File: config.mk
export PLATFORM = sky130hd
export DESIGN_NAME = bounded_stack_sort_search_unit
export DESIGN_NICKNAME = d
export VERILOG_FILES = /design/src/hdl/bsss_pkg.sv /design/src/hdl/bsss_mem.sv /design/src/hdl/bsss_seq.sv /design/src/hdl/bounded_stack_sort_search_unit.sv
export SDC_FILE = /design/constraint.sdc
export NUM_CORES = 1
export LEC_CHECK = 0
export ABC_AREA = 1
export BUFFER_PORTS_ARGS = -buffer_cell sky130_fd_sc_hd__buf_2
export CAP_MARGIN = 25
export CELL_PAD_IN_SITES_DETAIL_PLACEMENT = 1
export CELL_PAD_IN_SITES_GLOBAL_PLACEMENT = 2
export CORE_AREA = 2 2 265 267
export CTS_BUF_LIST = sky130_fd_sc_hd__clkbuf_2
export CTS_CLUSTER_SIZE = 8
export DETAILED_ROUTE_END_ITERATION = 6
export DIE_AREA = 0 0 267 269
export PLACE_DENSITY = 0.87
export SLEW_MARGIN = 10
export SYNTH_ARGS = -nofsm -noshare
export SYNTH_HDL_FRONTEND = slang
export SYNTH_HIERARCHICAL = 1
export SYNTH_SLANG_ARGS = --single-unit
export TNS_END_PERCENT = 1
File: constraint.sdc
create_clock -name clock -period 5.44 [get_ports clock]
set_clock_uncertainty 0.2 [all_clocks]
set_input_delay 1.632 -clock clock [delete_from_list [all_inputs] [get_ports clock]]
set_output_delay 1.632 -clock clock [all_outputs]
set_load 0.05 [all_outputs]
File: src/hdl/bsss_pkg.sv
// Shared types, codes and defaults for the bounded stack sort and search unit.
package bsss_pkg;

   // Default number of stack entries.
   localparam int DEPTH_DEFAULT = 16;

   // Width of the value and data fields.
   localparam int DATA_W = 32;

   // Width of the reported index; positions wrap modulo sixteen.
   localparam int INDEX_W = 4;

   // Command codes carried by an input beat.
   typedef enum logic [2:0] {
      CMD_PUSH   = 3'd0,
      CMD_POP    = 3'd1,
      CMD_DUMP   = 3'd2,
      CMD_SORT   = 3'd3,
      CMD_SEARCH = 3'd4
   } cmd_type;

   // Status codes carried by a result beat.
   typedef enum logic [1:0] {
      STAT_OK    = 2'd0,
      STAT_FULL  = 2'd1,
      STAT_EMPTY = 2'd2,
      STAT_MISS  = 2'd3
   } status_type;

   // Sequencer states.
   typedef enum logic [2:0] {
      S_IDLE,
      S_POP,
      S_DUMP,
      S_SRCH,
      S_SORT_LDA,
      S_SORT_CMP,
      S_SORT_WRA
   } state_type;

   // Input beat.
   typedef struct packed {
      logic [2:0]               cmd;
      logic signed [DATA_W-1:0] value;
   } req_type;

   // Result beat.
   typedef struct packed {
      status_type               status;
      logic [INDEX_W-1:0]       index;
      logic signed [DATA_W-1:0] data;
      logic                     last;
   } rsp_type;

endpackage

File: src/hdl/bsss_mem.sv
// Entry store: one write port and one registered read port.
module bsss_mem #(
   parameter int DEPTH = bsss_pkg::DEPTH_DEFAULT
) (
   input  logic                        clock,
   input  logic                        wr_en,
   input  logic [$clog2(DEPTH)-1:0]    wr_addr,
   input  logic [bsss_pkg::DATA_W-1:0] wr_data,
   input  logic [$clog2(DEPTH)-1:0]    rd_addr,
   output logic [bsss_pkg::DATA_W-1:0] rd_data
);

   logic [bsss_pkg::DATA_W-1:0] mem [DEPTH];
   logic [bsss_pkg::DATA_W-1:0] rd_data_ff;

   // Write and registered read; contents are undefined until written.
   always_ff @(posedge clock) begin
      if (wr_en) begin
         mem[wr_addr] <= wr_data;
      end
      rd_data_ff <= mem[rd_addr];
   end

   assign rd_data = rd_data_ff;

endmodule

File: src/hdl/bsss_seq.sv
// Sequencer with the shared comparator that walks the entry store.
module bsss_seq #(
   parameter int DEPTH = bsss_pkg::DEPTH_DEFAULT
) (
   input  logic                        clock,
   input  logic                        reset,
   input  logic                        start,
   output logic                        busy,
   input  bsss_pkg::req_type           req_item,
   output logic                        rsp_valid,
   output bsss_pkg::rsp_type           rsp_item,
   output logic                        mem_wr_en,
   output logic [$clog2(DEPTH)-1:0]    mem_wr_addr,
   output logic [bsss_pkg::DATA_W-1:0] mem_wr_data,
   output logic [$clog2(DEPTH)-1:0]    mem_rd_addr,
   input  logic [bsss_pkg::DATA_W-1:0] mem_rd_data
);

   localparam int IDX_W = $clog2(DEPTH);
   localparam int CNT_W = $clog2(DEPTH + 1);
   localparam int EXT_W = IDX_W + bsss_pkg::INDEX_W;

   bsss_pkg::state_type         state_ff, state_in;
   logic [CNT_W-1:0]            count_ff, count_in;
   logic [IDX_W-1:0]            pos_ff, pos_in;
   logic [IDX_W-1:0]            jpos_ff, jpos_in;
   logic [bsss_pkg::DATA_W-1:0] a_ff, a_in;
   logic [bsss_pkg::DATA_W-1:0] key_ff, key_in;
   logic                        rsp_valid_ff, rsp_valid_in;
   bsss_pkg::rsp_type           rsp_ff, rsp_in;

   logic                        accept;
   logic                        is_empty;
   logic                        is_full;
   logic                        gt;
   logic                        eq;
   logic [CNT_W-1:0]            pos_p1;
   logic [CNT_W-1:0]            pos_p2;
   logic [CNT_W-1:0]            jpos_p1;
   logic [CNT_W-1:0]            count_m1;
   logic [EXT_W-1:0]            pos_ext;
   logic [EXT_W-1:0]            top_ext;

   assign accept   = start && (state_ff == bsss_pkg::S_IDLE);
   assign busy     = (state_ff != bsss_pkg::S_IDLE);
   assign is_empty = (count_ff == '0);
   assign is_full  = (count_ff == CNT_W'(DEPTH));

   // Shared comparator: the store's read data against the held operand.
   assign gt = ($signed(a_ff) > $signed(mem_rd_data));
   assign eq = (mem_rd_data == key_ff);

   // Position arithmetic; every sum stays within the entry count.
   assign pos_p1   = CNT_W'(pos_ff) + CNT_W'(1);
   assign pos_p2   = CNT_W'(pos_ff) + CNT_W'(2);
   assign jpos_p1  = CNT_W'(jpos_ff) + CNT_W'(1);
   assign count_m1 = count_ff - CNT_W'(1);

   // Reported positions wrap to the index field width.
   assign pos_ext = EXT_W'(pos_ff);
   assign top_ext = EXT_W'(count_ff);

   // Control registers.
   always_ff @(posedge clock) begin
      if (reset) begin
         state_ff     <= bsss_pkg::S_IDLE;
         count_ff     <= '0;
         rsp_valid_ff <= 1'b0;
      end else begin
         state_ff     <= state_in;
         count_ff     <= count_in;
         rsp_valid_ff <= rsp_valid_in;
      end
   end

   // Datapath registers.
   always_ff @(posedge clock) begin
      pos_ff  <= pos_in;
      jpos_ff <= jpos_in;
      a_ff    <= a_in;
      key_ff  <= key_in;
      rsp_ff  <= rsp_in;
   end

   // Next state, store accesses and the result beat.
   always_comb begin
      state_in     = state_ff;
      count_in     = count_ff;
      pos_in       = pos_ff;
      jpos_in      = jpos_ff;
      a_in         = a_ff;
      key_in       = key_ff;
      mem_wr_en    = 1'b0;
      mem_wr_addr  = pos_ff;
      mem_wr_data  = a_ff;
      mem_rd_addr  = pos_ff;
      rsp_valid_in = 1'b0;
      rsp_in.status = bsss_pkg::STAT_OK;
      rsp_in.index  = '0;
      rsp_in.data   = '0;
      rsp_in.last   = 1'b1;

      case (state_ff)
         bsss_pkg::S_IDLE: begin
            if (accept) begin
               case (req_item.cmd)
                  bsss_pkg::CMD_PUSH: begin
                     rsp_valid_in = 1'b1;
                     if (is_full) begin
                        rsp_in.status = bsss_pkg::STAT_FULL;
                     end else begin
                        mem_wr_en   = 1'b1;
                        mem_wr_addr = IDX_W'(count_ff);
                        mem_wr_data = req_item.value;
                        count_in    = count_ff + CNT_W'(1);
                     end
                  end
                  bsss_pkg::CMD_POP: begin
                     if (is_empty) begin
                        rsp_valid_in  = 1'b1;
                        rsp_in.status = bsss_pkg::STAT_EMPTY;
                     end else begin
                        mem_rd_addr = IDX_W'(count_m1);
                        count_in    = count_m1;
                        state_in    = bsss_pkg::S_POP;
                     end
                  end
                  bsss_pkg::CMD_DUMP: begin
                     if (is_empty) begin
                        rsp_valid_in  = 1'b1;
                        rsp_in.status = bsss_pkg::STAT_EMPTY;
                     end else begin
                        mem_rd_addr = '0;
                        pos_in      = '0;
                        state_in    = bsss_pkg::S_DUMP;
                     end
                  end
                  bsss_pkg::CMD_SORT: begin
                     if (count_ff < CNT_W'(2)) begin
                        rsp_valid_in = 1'b1;
                     end else begin
                        mem_rd_addr = '0;
                        pos_in      = '0;
                        state_in    = bsss_pkg::S_SORT_LDA;
                     end
                  end
                  bsss_pkg::CMD_SEARCH: begin
                     if (is_empty) begin
                        rsp_valid_in  = 1'b1;
                        rsp_in.status = bsss_pkg::STAT_MISS;
                     end else begin
                        key_in      = req_item.value;
                        mem_rd_addr = '0;
                        pos_in      = '0;
                        state_in    = bsss_pkg::S_SRCH;
                     end
                  end
                  default: begin
                     // Undefined command codes leave everything untouched.
                     state_in = bsss_pkg::S_IDLE;
                  end
               endcase
            end
         end

         // The top entry arrives from the store; count already points at it.
         bsss_pkg::S_POP: begin
            rsp_valid_in = 1'b1;
            rsp_in.index = top_ext[bsss_pkg::INDEX_W-1:0];
            rsp_in.data  = mem_rd_data;
            state_in     = bsss_pkg::S_IDLE;
         end

         // One entry per cycle from the bottom up, with the next read in flight.
         bsss_pkg::S_DUMP: begin
            rsp_valid_in = 1'b1;
            rsp_in.index = pos_ext[bsss_pkg::INDEX_W-1:0];
            rsp_in.data  = mem_rd_data;
            if (pos_p1 == count_ff) begin
               state_in = bsss_pkg::S_IDLE;
            end else begin
               rsp_in.last = 1'b0;
               mem_rd_addr = IDX_W'(pos_p1);
               pos_in      = IDX_W'(pos_p1);
            end
         end

         // Linear search stops at the first equal entry.
         bsss_pkg::S_SRCH: begin
            if (eq) begin
               rsp_valid_in = 1'b1;
               rsp_in.index = pos_ext[bsss_pkg::INDEX_W-1:0];
               rsp_in.data  = mem_rd_data;
               state_in     = bsss_pkg::S_IDLE;
            end else if (pos_p1 == count_ff) begin
               rsp_valid_in  = 1'b1;
               rsp_in.status = bsss_pkg::STAT_MISS;
               state_in      = bsss_pkg::S_IDLE;
            end else begin
               mem_rd_addr = IDX_W'(pos_p1);
               pos_in      = IDX_W'(pos_p1);
            end
         end

         // Hold entry i in a register and start reading entry i + 1.
         bsss_pkg::S_SORT_LDA: begin
            a_in        = mem_rd_data;
            jpos_in     = IDX_W'(pos_p1);
            mem_rd_addr = IDX_W'(pos_p1);
            state_in    = bsss_pkg::S_SORT_CMP;
         end

         // Compare entry j with the held entry i; on a swap the old entry i
         // goes to j and entry j becomes the held value.
         bsss_pkg::S_SORT_CMP: begin
            if (gt) begin
               mem_wr_en   = 1'b1;
               mem_wr_addr = jpos_ff;
               mem_wr_data = a_ff;
               a_in        = mem_rd_data;
            end
            if (jpos_p1 == count_ff) begin
               state_in = bsss_pkg::S_SORT_WRA;
            end else begin
               mem_rd_addr = IDX_W'(jpos_p1);
               jpos_in     = IDX_W'(jpos_p1);
            end
         end

         // Write the settled minimum back to position i and move on.
         bsss_pkg::S_SORT_WRA: begin
            mem_wr_en   = 1'b1;
            mem_wr_addr = pos_ff;
            mem_wr_data = a_ff;
            if (pos_p2 == count_ff) begin
               rsp_valid_in = 1'b1;
               state_in     = bsss_pkg::S_IDLE;
            end else begin
               mem_rd_addr = IDX_W'(pos_p1);
               pos_in      = IDX_W'(pos_p1);
               state_in    = bsss_pkg::S_SORT_LDA;
            end
         end

         default: begin
            state_in = bsss_pkg::S_IDLE;
         end
      endcase
   end

   assign rsp_valid = rsp_valid_ff;
   assign rsp_item  = rsp_ff;

endmodule

File: src/hdl/bounded_stack_sort_search_unit.sv
// Top level of the bounded stack with exchange sort and linear search.
//
// A command beat is taken when start is high and busy is low; busy then stays
// high until the sequencer is done, and each result beat shows on rsp_item for
// exactly one cycle with rsp_valid high, in the cycle after the sequencer
// decides it. The receiver cannot stall, so a dump streams one beat per cycle.
// A push or an undefined code never raises busy. The length of each busy
// stretch is set by the single read port of the entry store and the one
// shared comparator, which see one entry per cycle.
module bounded_stack_sort_search_unit #(
   parameter int DEPTH = bsss_pkg::DEPTH_DEFAULT
) (
   input  logic              clock,
   input  logic              reset,
   input  logic              start,
   output logic              busy,
   input  bsss_pkg::req_type req_item,
   output logic              rsp_valid,
   output bsss_pkg::rsp_type rsp_item
);

   localparam int IDX_W = $clog2(DEPTH);

   logic                        mem_wr_en;
   logic [IDX_W-1:0]            mem_wr_addr;
   logic [bsss_pkg::DATA_W-1:0] mem_wr_data;
   logic [IDX_W-1:0]            mem_rd_addr;
   logic [bsss_pkg::DATA_W-1:0] mem_rd_data;

   // Sequencer and shared comparator.
   bsss_seq #(
      .DEPTH (DEPTH)
   ) u_seq (
      .clock       (clock),
      .reset       (reset),
      .start       (start),
      .busy        (busy),
      .req_item    (req_item),
      .rsp_valid   (rsp_valid),
      .rsp_item    (rsp_item),
      .mem_wr_en   (mem_wr_en),
      .mem_wr_addr (mem_wr_addr),
      .mem_wr_data (mem_wr_data),
      .mem_rd_addr (mem_rd_addr),
      .mem_rd_data (mem_rd_data)
   );

   // Entry store.
   bsss_mem #(
      .DEPTH (DEPTH)
   ) u_mem (
      .clock   (clock),
      .wr_en   (mem_wr_en),
      .wr_addr (mem_wr_addr),
      .wr_data (mem_wr_data),
      .rd_addr (mem_rd_addr),
      .rd_data (mem_rd_data)
   );

endmodule

Yosys cells after proc, flatten, opt, wreduce, memory -nomap -nowiden
Memories as Yosys holds them, arrays and structs flattened. A register that Yosys moved wholly into a read port is not among the register bits.
Cells that the tools add are included.

storage, ports and cells
  flip-flop bits (word level) = 120
  memory bits (writable) = 512
  input bits = 38
  word-level logic and storage cells = 130
  memories kept = 1

memories
  memory     depth  bits a word  rd ports  clocked after Yosys merged registers in  write ports  line            source
  u_mem.mem  16     32           1         1                                        1            bsss_mem.sv:13  logic [bsss_pkg::DATA_W-1:0] mem [DEPTH];

operators by class
  add/subtract/negate cells = 5
  magnitude comparators = 2
  equality and inequality tests = 27
  multiplexer cells = 65
  bitwise gates (word level) = 1
  reduce and logical (&&, ||, !) cells = 18

operator list
  cell                                                  count
  2-to-1 mux 32 bit                                     5
  case mux 36 bit (3 select lines)                      1
  case mux 32 bit (2 select lines)                      1
  2-to-1 mux 4 bit                                      14
  2-to-1 mux 36 bit                                     1
  equality test 32 bit                                  1
  > comparator 32 bit                                   1
  2-to-1 mux 3 bit                                      9
  case mux 4 bit (2 select lines)                       3
  case mux 4 bit (6 select lines)                       1
  case mux 3 bit (6 select lines)                       1
  case mux 4 bit (4 select lines)                       1
  equality test 5 bit                                   3
  inequality test 3 bit (second input constant)         5
  case mux 3 bit (5 select lines)                       1
  2-to-1 mux 1 bit                                      13
  equality test 3 x 2 -> 1 bit (second input constant)  4
  equality test 3 bit (second input constant)           4
  case mux 4 bit (3 select lines)                       1
  adder 4 x 1 -> 5 bit (second input constant)          2
  2-to-1 mux 2 bit                                      5
  2-to-1 mux 5 bit                                      2
  case mux 5 bit (2 select lines)                       1
  inequality test 2 bit (second input constant)         4
  other kinds (25)                                      34

Logic depth before layout (Yosys ltp)
  depth in word-level cells = 7
  mapped depth = 22
  gate-level depth less buffers = 21

By module
Netlist, hierarchy kept.

by module, submodules not included
  module    times used  cells an instance  area an instance (um2)  seq. area each (um2)
  bsss_mem  1           2120               22730.6                 16015.4
  bsss_seq  1           756                6665.1                  3123.0

Worst setup path after synthesis
OpenSTA, ideal clock, no wires.

  kind = in2reg
  start point = input port req_item[33] in the netlist's numbering
  end point = memory u_mem/mem[10][0] in the netlist's numbering (enable)
  setup time = 421 ps
  arrival time = 4238 ps
  data required time = 4819 ps
  setup slack = 581 ps
  stages = 9
  path buffers = 1
  cell sequence = nor2_1 nand2_1 inv_1 nand3_2 clkbuf_1 o211ai_1 nand3_1 nand3b_1 nor2_1

on the way
  elaborated cells between the ends (all ways) = 9
  those cells by class = 8 x mux; 1 x reduce/logical

RTL lines
  item                             line                                  source
  start: declaration               bounded_stack_sort_search_unit.sv:17  input bsss_pkg::req_type req_item,
  logical NOT 3 bit                bsss_seq.sv:106                       case (req_item.cmd)
  2-to-1 mux 4 bit                 bsss_seq.sv:106
  2-to-1 mux 4 bit                 bsss_seq.sv:105                       if (accept) begin
  case mux 4 bit (2 select lines)  bsss_seq.sv:103                       case (state_ff)
  named net mem_wr_addr[2]         bounded_stack_sort_search_unit.sv:25  logic [IDX_W-1:0] mem_wr_addr;
  end: declaration                 bsss_mem.sv:13

The timed path passes the listed nets, and every way through them passes these cells.

Worst setup path in the final report
  start point = register u_mem.rd_data_ff, in the netlist u_mem/rd_data[27], read port of u_mem.mem
  end point = memory u_mem/mem[15][16] in the netlist's numbering (enable)

on the way
  elaborated cells between the ends (all ways) = 7
  those cells by class = 1 x order compare; 6 x mux

RTL lines
  item                             line                                  source
  start: declaration               bsss_mem.sv:14                        logic [bsss_pkg::DATA_W-1:0] rd_data_ff;
  > comparator 32 bit              bsss_seq.sv:50                        assign gt = ($signed(a_ff) > $signed(mem_rd_data));
  2-to-1 mux 4 bit                 bsss_seq.sv:216                       if (gt) begin
  case mux 4 bit (2 select lines)  bsss_seq.sv:103
  named net mem_wr_addr[3]         bounded_stack_sort_search_unit.sv:25

The timed path passes the listed nets, and every way through them passes these cells.

==> results.md <==
- The number of DRC markers after the initial detailed-route iteration is 1518.
- The number of gates resized after CTS was 0.
- The run finished with clean final reports.
- The number of buffers inserted during clock tree synthesis is 168.
- The number of setup violations in the final report is 0.
- The first global-routing pass estimated 129800 um of wire.
- The final count of pins violating max slew is 0.
- The cell at the root of the clock tree is sky130_fd_sc_hd__clkbuf_2.
- Leaving out fill and tap cells, the most frequent cell in the layout is sky130_fd_sc_hd__nand2_1.
- The number of standard cells in the final layout excluding fillers is 4130.
- The post-detailed-placement half-perimeter wirelength is 53120 um.
- The total overflow left after global routing is 0.
- The xor/xnor cell area share of the yosys netlist is under 10%.
- Across the run, the number of max-cap violations was 0.
- The number of hold buffers added after CTS was 0.
- For the final routed database, the setup TNS stands at 0 ns.
- The die outline width is 267 um.
- After clock tree synthesis, the clock-pin slew on the worst setup and hold paths is 0.11 ns.
- The number of sinks driven by the clock tree is around 660.
- Detailed routing inserted a total of 21325 vias.
- Of the cells placed in the final design, the portion with a size suffix greater than 1 is roughly 15%.
- The adder and majority cell fraction of the synthesized area is 1.617%.
- In the final design database the tool counted 3124 nets.
- The number of placed I/O pins is 79.
- The slowest stage cell on the critical path is sky130_fd_sc_hd__nor2_4.
- Sequential cells were found to cover 65.11% of the synthesized design area.
- The part of the cycle the worst path needs is 82.51%.
- Walking the worst path, the cells encountered are inv_2 > ha_1 > a21oi_1 > o21ai_0 > nand2_1 > nand2_1 > a21oi_1 > nand2_1 > nand2_1 > nand3_1 > nand2_1 > nand3_1 > nand3_1 > nand3_1 > nor2_4 > buf_12.
- The area added between synthesis and finish is 10.72%.
- The critical path launch point type is a flip-flop.
- The count of endpoints failing hold in the final timing report is 0.
- The total wire length is 86110 um.
- Clock latency on the worst-skew pair, taken at its later pin, is ~1.4 ns.
- The simple-gate area share of the yosys netlist is 20.17%.
- TritonCTS built the clock tree.
- The initial antenna violation count is 2.
- The library cells used most frequently in the layout, excluding fill and tap cells, are sky130_fd_sc_hd__nand2_1 (824), sky130_fd_sc_hd__edfxtp_1 (584), sky130_fd_sc_hd__inv_1 (469), sky130_fd_sc_hd__nand3_1 (435), sky130_fd_sc_hd__clkbuf_2 (257).
- The routed design could run at a clock period as short as 4.489 ns.
- The congestion estimate from routability-driven global placement came to 0.8673.
- STA classifies the critical path endpoint as a flip-flop.
- The core area is 69300 sq um.
- After synthesis, the largest family of logic cells by area is simple AND/OR/NAND/NOR gates.
- The cell type group with the largest total delay on the critical path is simple AND/OR/NAND/NOR gates.
- Synthesis produced a netlist with a net count of between 2000 and 3000.
- Port buffering added roughly 80 buffers.
- The cell leakage power is 0.01415 uW.
- The most numerous cell type found on the critical path is sky130_fd_sc_hd__nand2_1.
- The unique cell type count in the Yosys netlist is 44.
- The total power divided by cell area is roughly 370 nW/um^2.
- The gate count after technology mapping is 2876.
- Derived from the worst setup path, the maximum achievable clock frequency is between 200 and 250 MHz.
- Summing every instance area after synthesis gives 29400 sq um.
- The via-per-instance ratio is 5.163.
- The number of global-route vias before repair is 22263.
- Synthesis inferred 664 register bits.
- The synthesized netlist devotes 1.898% of its cell area to compound gates.
- The final hold slack is 0.2514 ns.
- The type of the tightest min-delay check is primary input to flip-flop.
- The placement row count is 97.
- For this run, the total global-route usage over all layers was measured as 24.28%.
- The total DRC errors in the routed layout is 0.
- Measured against the total synthesized area, the mux share comes to 1.188%.
- The worst slew margin relative to its limit is 37.39%.
- The setup slack of the worst register-to-register path is 0.95 ns.
- The instance count after placement with tap cells included is 3817.
- The average cell area after synthesis is 10.22 sq um.
- Power comes to 12160 uW.
- The first TritonRoute pass finished after 6 iterations.
- The critical path buffer and inverter count is 2.
- The type of the worst setup path is flip-flop to flip-flop.
- The H-tree was split into 4 levels.
- The data arrival time at the worst-slack endpoint is between 5 and 6 ns.
- The post-CTS setup buffer count is 0.
- In the final routed layout, each cell accounts on average for 20.85 um.
- Data on the critical path is required at its endpoint by 6.24 ns.
- The post-route antenna net violation count is 0.
- In this run the vertical extent of the chip is approximately 270 um.
- Entering global routing, the biggest net connects around 100 pins.
- At the pin with the least slew margin, the transition time is 0.9319 ns.
- The maximum fanout encountered on the critical timing path is 25.
- The area of the die is 71820 sq um.
- The clock passes through at most 3 buffers.
- Setup repair after global routing left no endpoint under its margin.
- The longest individual stage delay on the worst path is 0.53 ns.
- The starting density of the core is 42.42%.
- IR analysis of the VDD net gives a maximum drop of about 0.17 mV.
- The number of warnings printed during yosys synthesis is 6.
## worst register-to-register path: stages (launching register included)
cell                      delay (ns)
sky130_fd_sc_hd__dfxtp_1        0.50
sky130_fd_sc_hd__inv_2          0.13
sky130_fd_sc_hd__ha_1           0.35
sky130_fd_sc_hd__a21oi_1        0.14
sky130_fd_sc_hd__o21ai_0        0.16
sky130_fd_sc_hd__nand2_1        0.09
sky130_fd_sc_hd__nand2_1        0.05
sky130_fd_sc_hd__a21oi_1        0.38
sky130_fd_sc_hd__nand2_1        0.13
sky130_fd_sc_hd__nand2_1        0.24
sky130_fd_sc_hd__nand3_1        0.21
sky130_fd_sc_hd__nand2_1        0.11
sky130_fd_sc_hd__nand3_1        0.08
sky130_fd_sc_hd__nand3_1        0.14
sky130_fd_sc_hd__nand3_1        0.38
sky130_fd_sc_hd__nor2_4         0.54
sky130_fd_sc_hd__buf_12         0.32
## sequential cells by signal, indices dropped and copies added (netlist names)
| register | cells |
|---|---|
| u_seq/a_ff | 32 |
| u_mem/mem | 512 |
| u_seq/state_ff | 3 |
| u_seq/rsp_valid | 1 |
| u_seq/rsp_item | 39 |
| u_seq/pos_ff | 4 |
| u_seq/count_ff | 5 |
| u_seq/jpos_ff | 4 |
| u_seq/key_ff | 32 |
| u_mem/rd_data | 32 |
## power by group
group / switching, uW / internal [uW] / total, uW
sequential: 297 / 5750 / 6050
combinational: 1920 / 813 / 2730
clock: 2040 / 1350 / 3390
total: 4250 / 7920 / 12200
## kinds of logic after synthesis
family	Yosys count
AND/OR/NAND/NOR	1402
XOR/XNOR	34
flip-flops	664
AO/OA/AOI/OAI	96
multiplexers	31
adder cells (fa/ha/maj)	38
buffers and inverters	611
## cell type report
class / count / area, sq um
fillers: 7825 / 36750
flip-flops and latches: 664 / 19140
multi-input cells: 1601 / 7787
inverters: 489 / 1846
clock buffers: 257 / 1286
well taps: 940 / 1176
repair buffers: 124 / 1036
clock inverters: 51 / 266.5
diodes: 4 / 10.01
## Yosys cell counts
library cell / instances / area (sq um)
sky130_fd_sc_hd__ha_1: 38 / 475.5
sky130_fd_sc_hd__nand3_1: 439 / 2197
sky130_fd_sc_hd__xnor2_1: 17 / 148.9
sky130_fd_sc_hd__dfxtp_1: 80 / 1602
sky130_fd_sc_hd__xor2_1: 16 / 140.1
sky130_fd_sc_hd__nand3b_1: 3 / 22.52
sky130_fd_sc_hd__o211ai_1: 9 / 67.56
sky130_fd_sc_hd__nand4_1: 13 / 81.33
sky130_fd_sc_hd__a31oi_1: 2 / 12.51
sky130_fd_sc_hd__edfxtp_1: 584 / 17540
sky130_fd_sc_hd__nor2_1: 93 / 349.1
sky130_fd_sc_hd__clkbuf_1: 16 / 60.06
sky130_fd_sc_hd__clkinv_1: 1 / 3.750
sky130_fd_sc_hd__nor3b_2: 1 / 12.51
sky130_fd_sc_hd__o2111ai_1: 4 / 35.03
sky130_fd_sc_hd__inv_2: 16 / 60.06
sky130_fd_sc_hd__xor2_2: 1 / 16.27
sky130_fd_sc_hd__o21ai_1: 8 / 40.04
sky130_fd_sc_hd__a21oi_1: 30 / 150.1
sky130_fd_sc_hd__buf_12: 1 / 20.02
sky130_fd_sc_hd__buf_4: 12 / 90.09
sky130_fd_sc_hd__or2_2: 1 / 6.260
sky130_fd_sc_hd__nand2_2: 4 / 25.02
sky130_fd_sc_hd__o31ai_1: 1 / 7.510
sky130_fd_sc_hd__buf_1: 14 / 52.55
sky130_fd_sc_hd__buf_6: 29 / 326.6
sky130_fd_sc_hd__inv_4: 2 / 12.51
sky130_fd_sc_hd__o221ai_1: 1 / 8.760
sky130_fd_sc_hd__buf_2: 50 / 250.2
sky130_fd_sc_hd__nor2_2: 6 / 37.54
sky130_fd_sc_hd__nand2_1: 825 / 3097
sky130_fd_sc_hd__nor2_4: 1 / 11.26
sky130_fd_sc_hd__nand3_2: 1 / 10.01
sky130_fd_sc_hd__a311oi_1: 1 / 8.760
sky130_fd_sc_hd__o21ai_2: 1 / 8.760
sky130_fd_sc_hd__a21oi_2: 1 / 8.760
sky130_fd_sc_hd__inv_1: 470 / 1764
sky130_fd_sc_hd__nor3_1: 14 / 70.07
sky130_fd_sc_hd__nor3_2: 1 / 10.01
sky130_fd_sc_hd__o21ai_0: 25 / 125.1
sky130_fd_sc_hd__a21o_1: 1 / 7.510
sky130_fd_sc_hd__o21a_1: 2 / 15.01
sky130_fd_sc_hd__mux2_2: 31 / 349.1
sky130_fd_sc_hd__o22ai_1: 10 / 62.56
## per-layer routing
layer  wire length (um)  GRT usage (%)  vias up
met4               2416          9.217        0
met3               5651          5.416      178
li1                   -              -     9856
met2              40990          40.14      697
met1              37050          31.28    10594
met5                  0              0        -
## worst paths after layout
kind	cells past startpoint	endpoint	start
min reg2reg	0	u_seq/a_ff[1]	u_mem/rd_data[1]
max reg2reg	16	u_mem/mem[15][16]	u_mem/rd_data[27]
max	16	u_mem/mem[15][16]	u_mem/rd_data[27]
min	1	u_seq/key_ff[7]	req_item[7]
## metrics by stage
stage | utilization, % | setup slack (ns) | cell area, sq um
CTS | 46.94 | 0.9498 | 32530
finish | 46.96 | 0.9514 | 32550
detailed placement | 44.70 | 0.7042 | 30980
global route | 46.96 | 0.6714 | 32540
floorplan | - | 0.5811 | 29400
global placement | 44.70 | 0.7955 | 30980
Power figures use the tool's default switching activity.
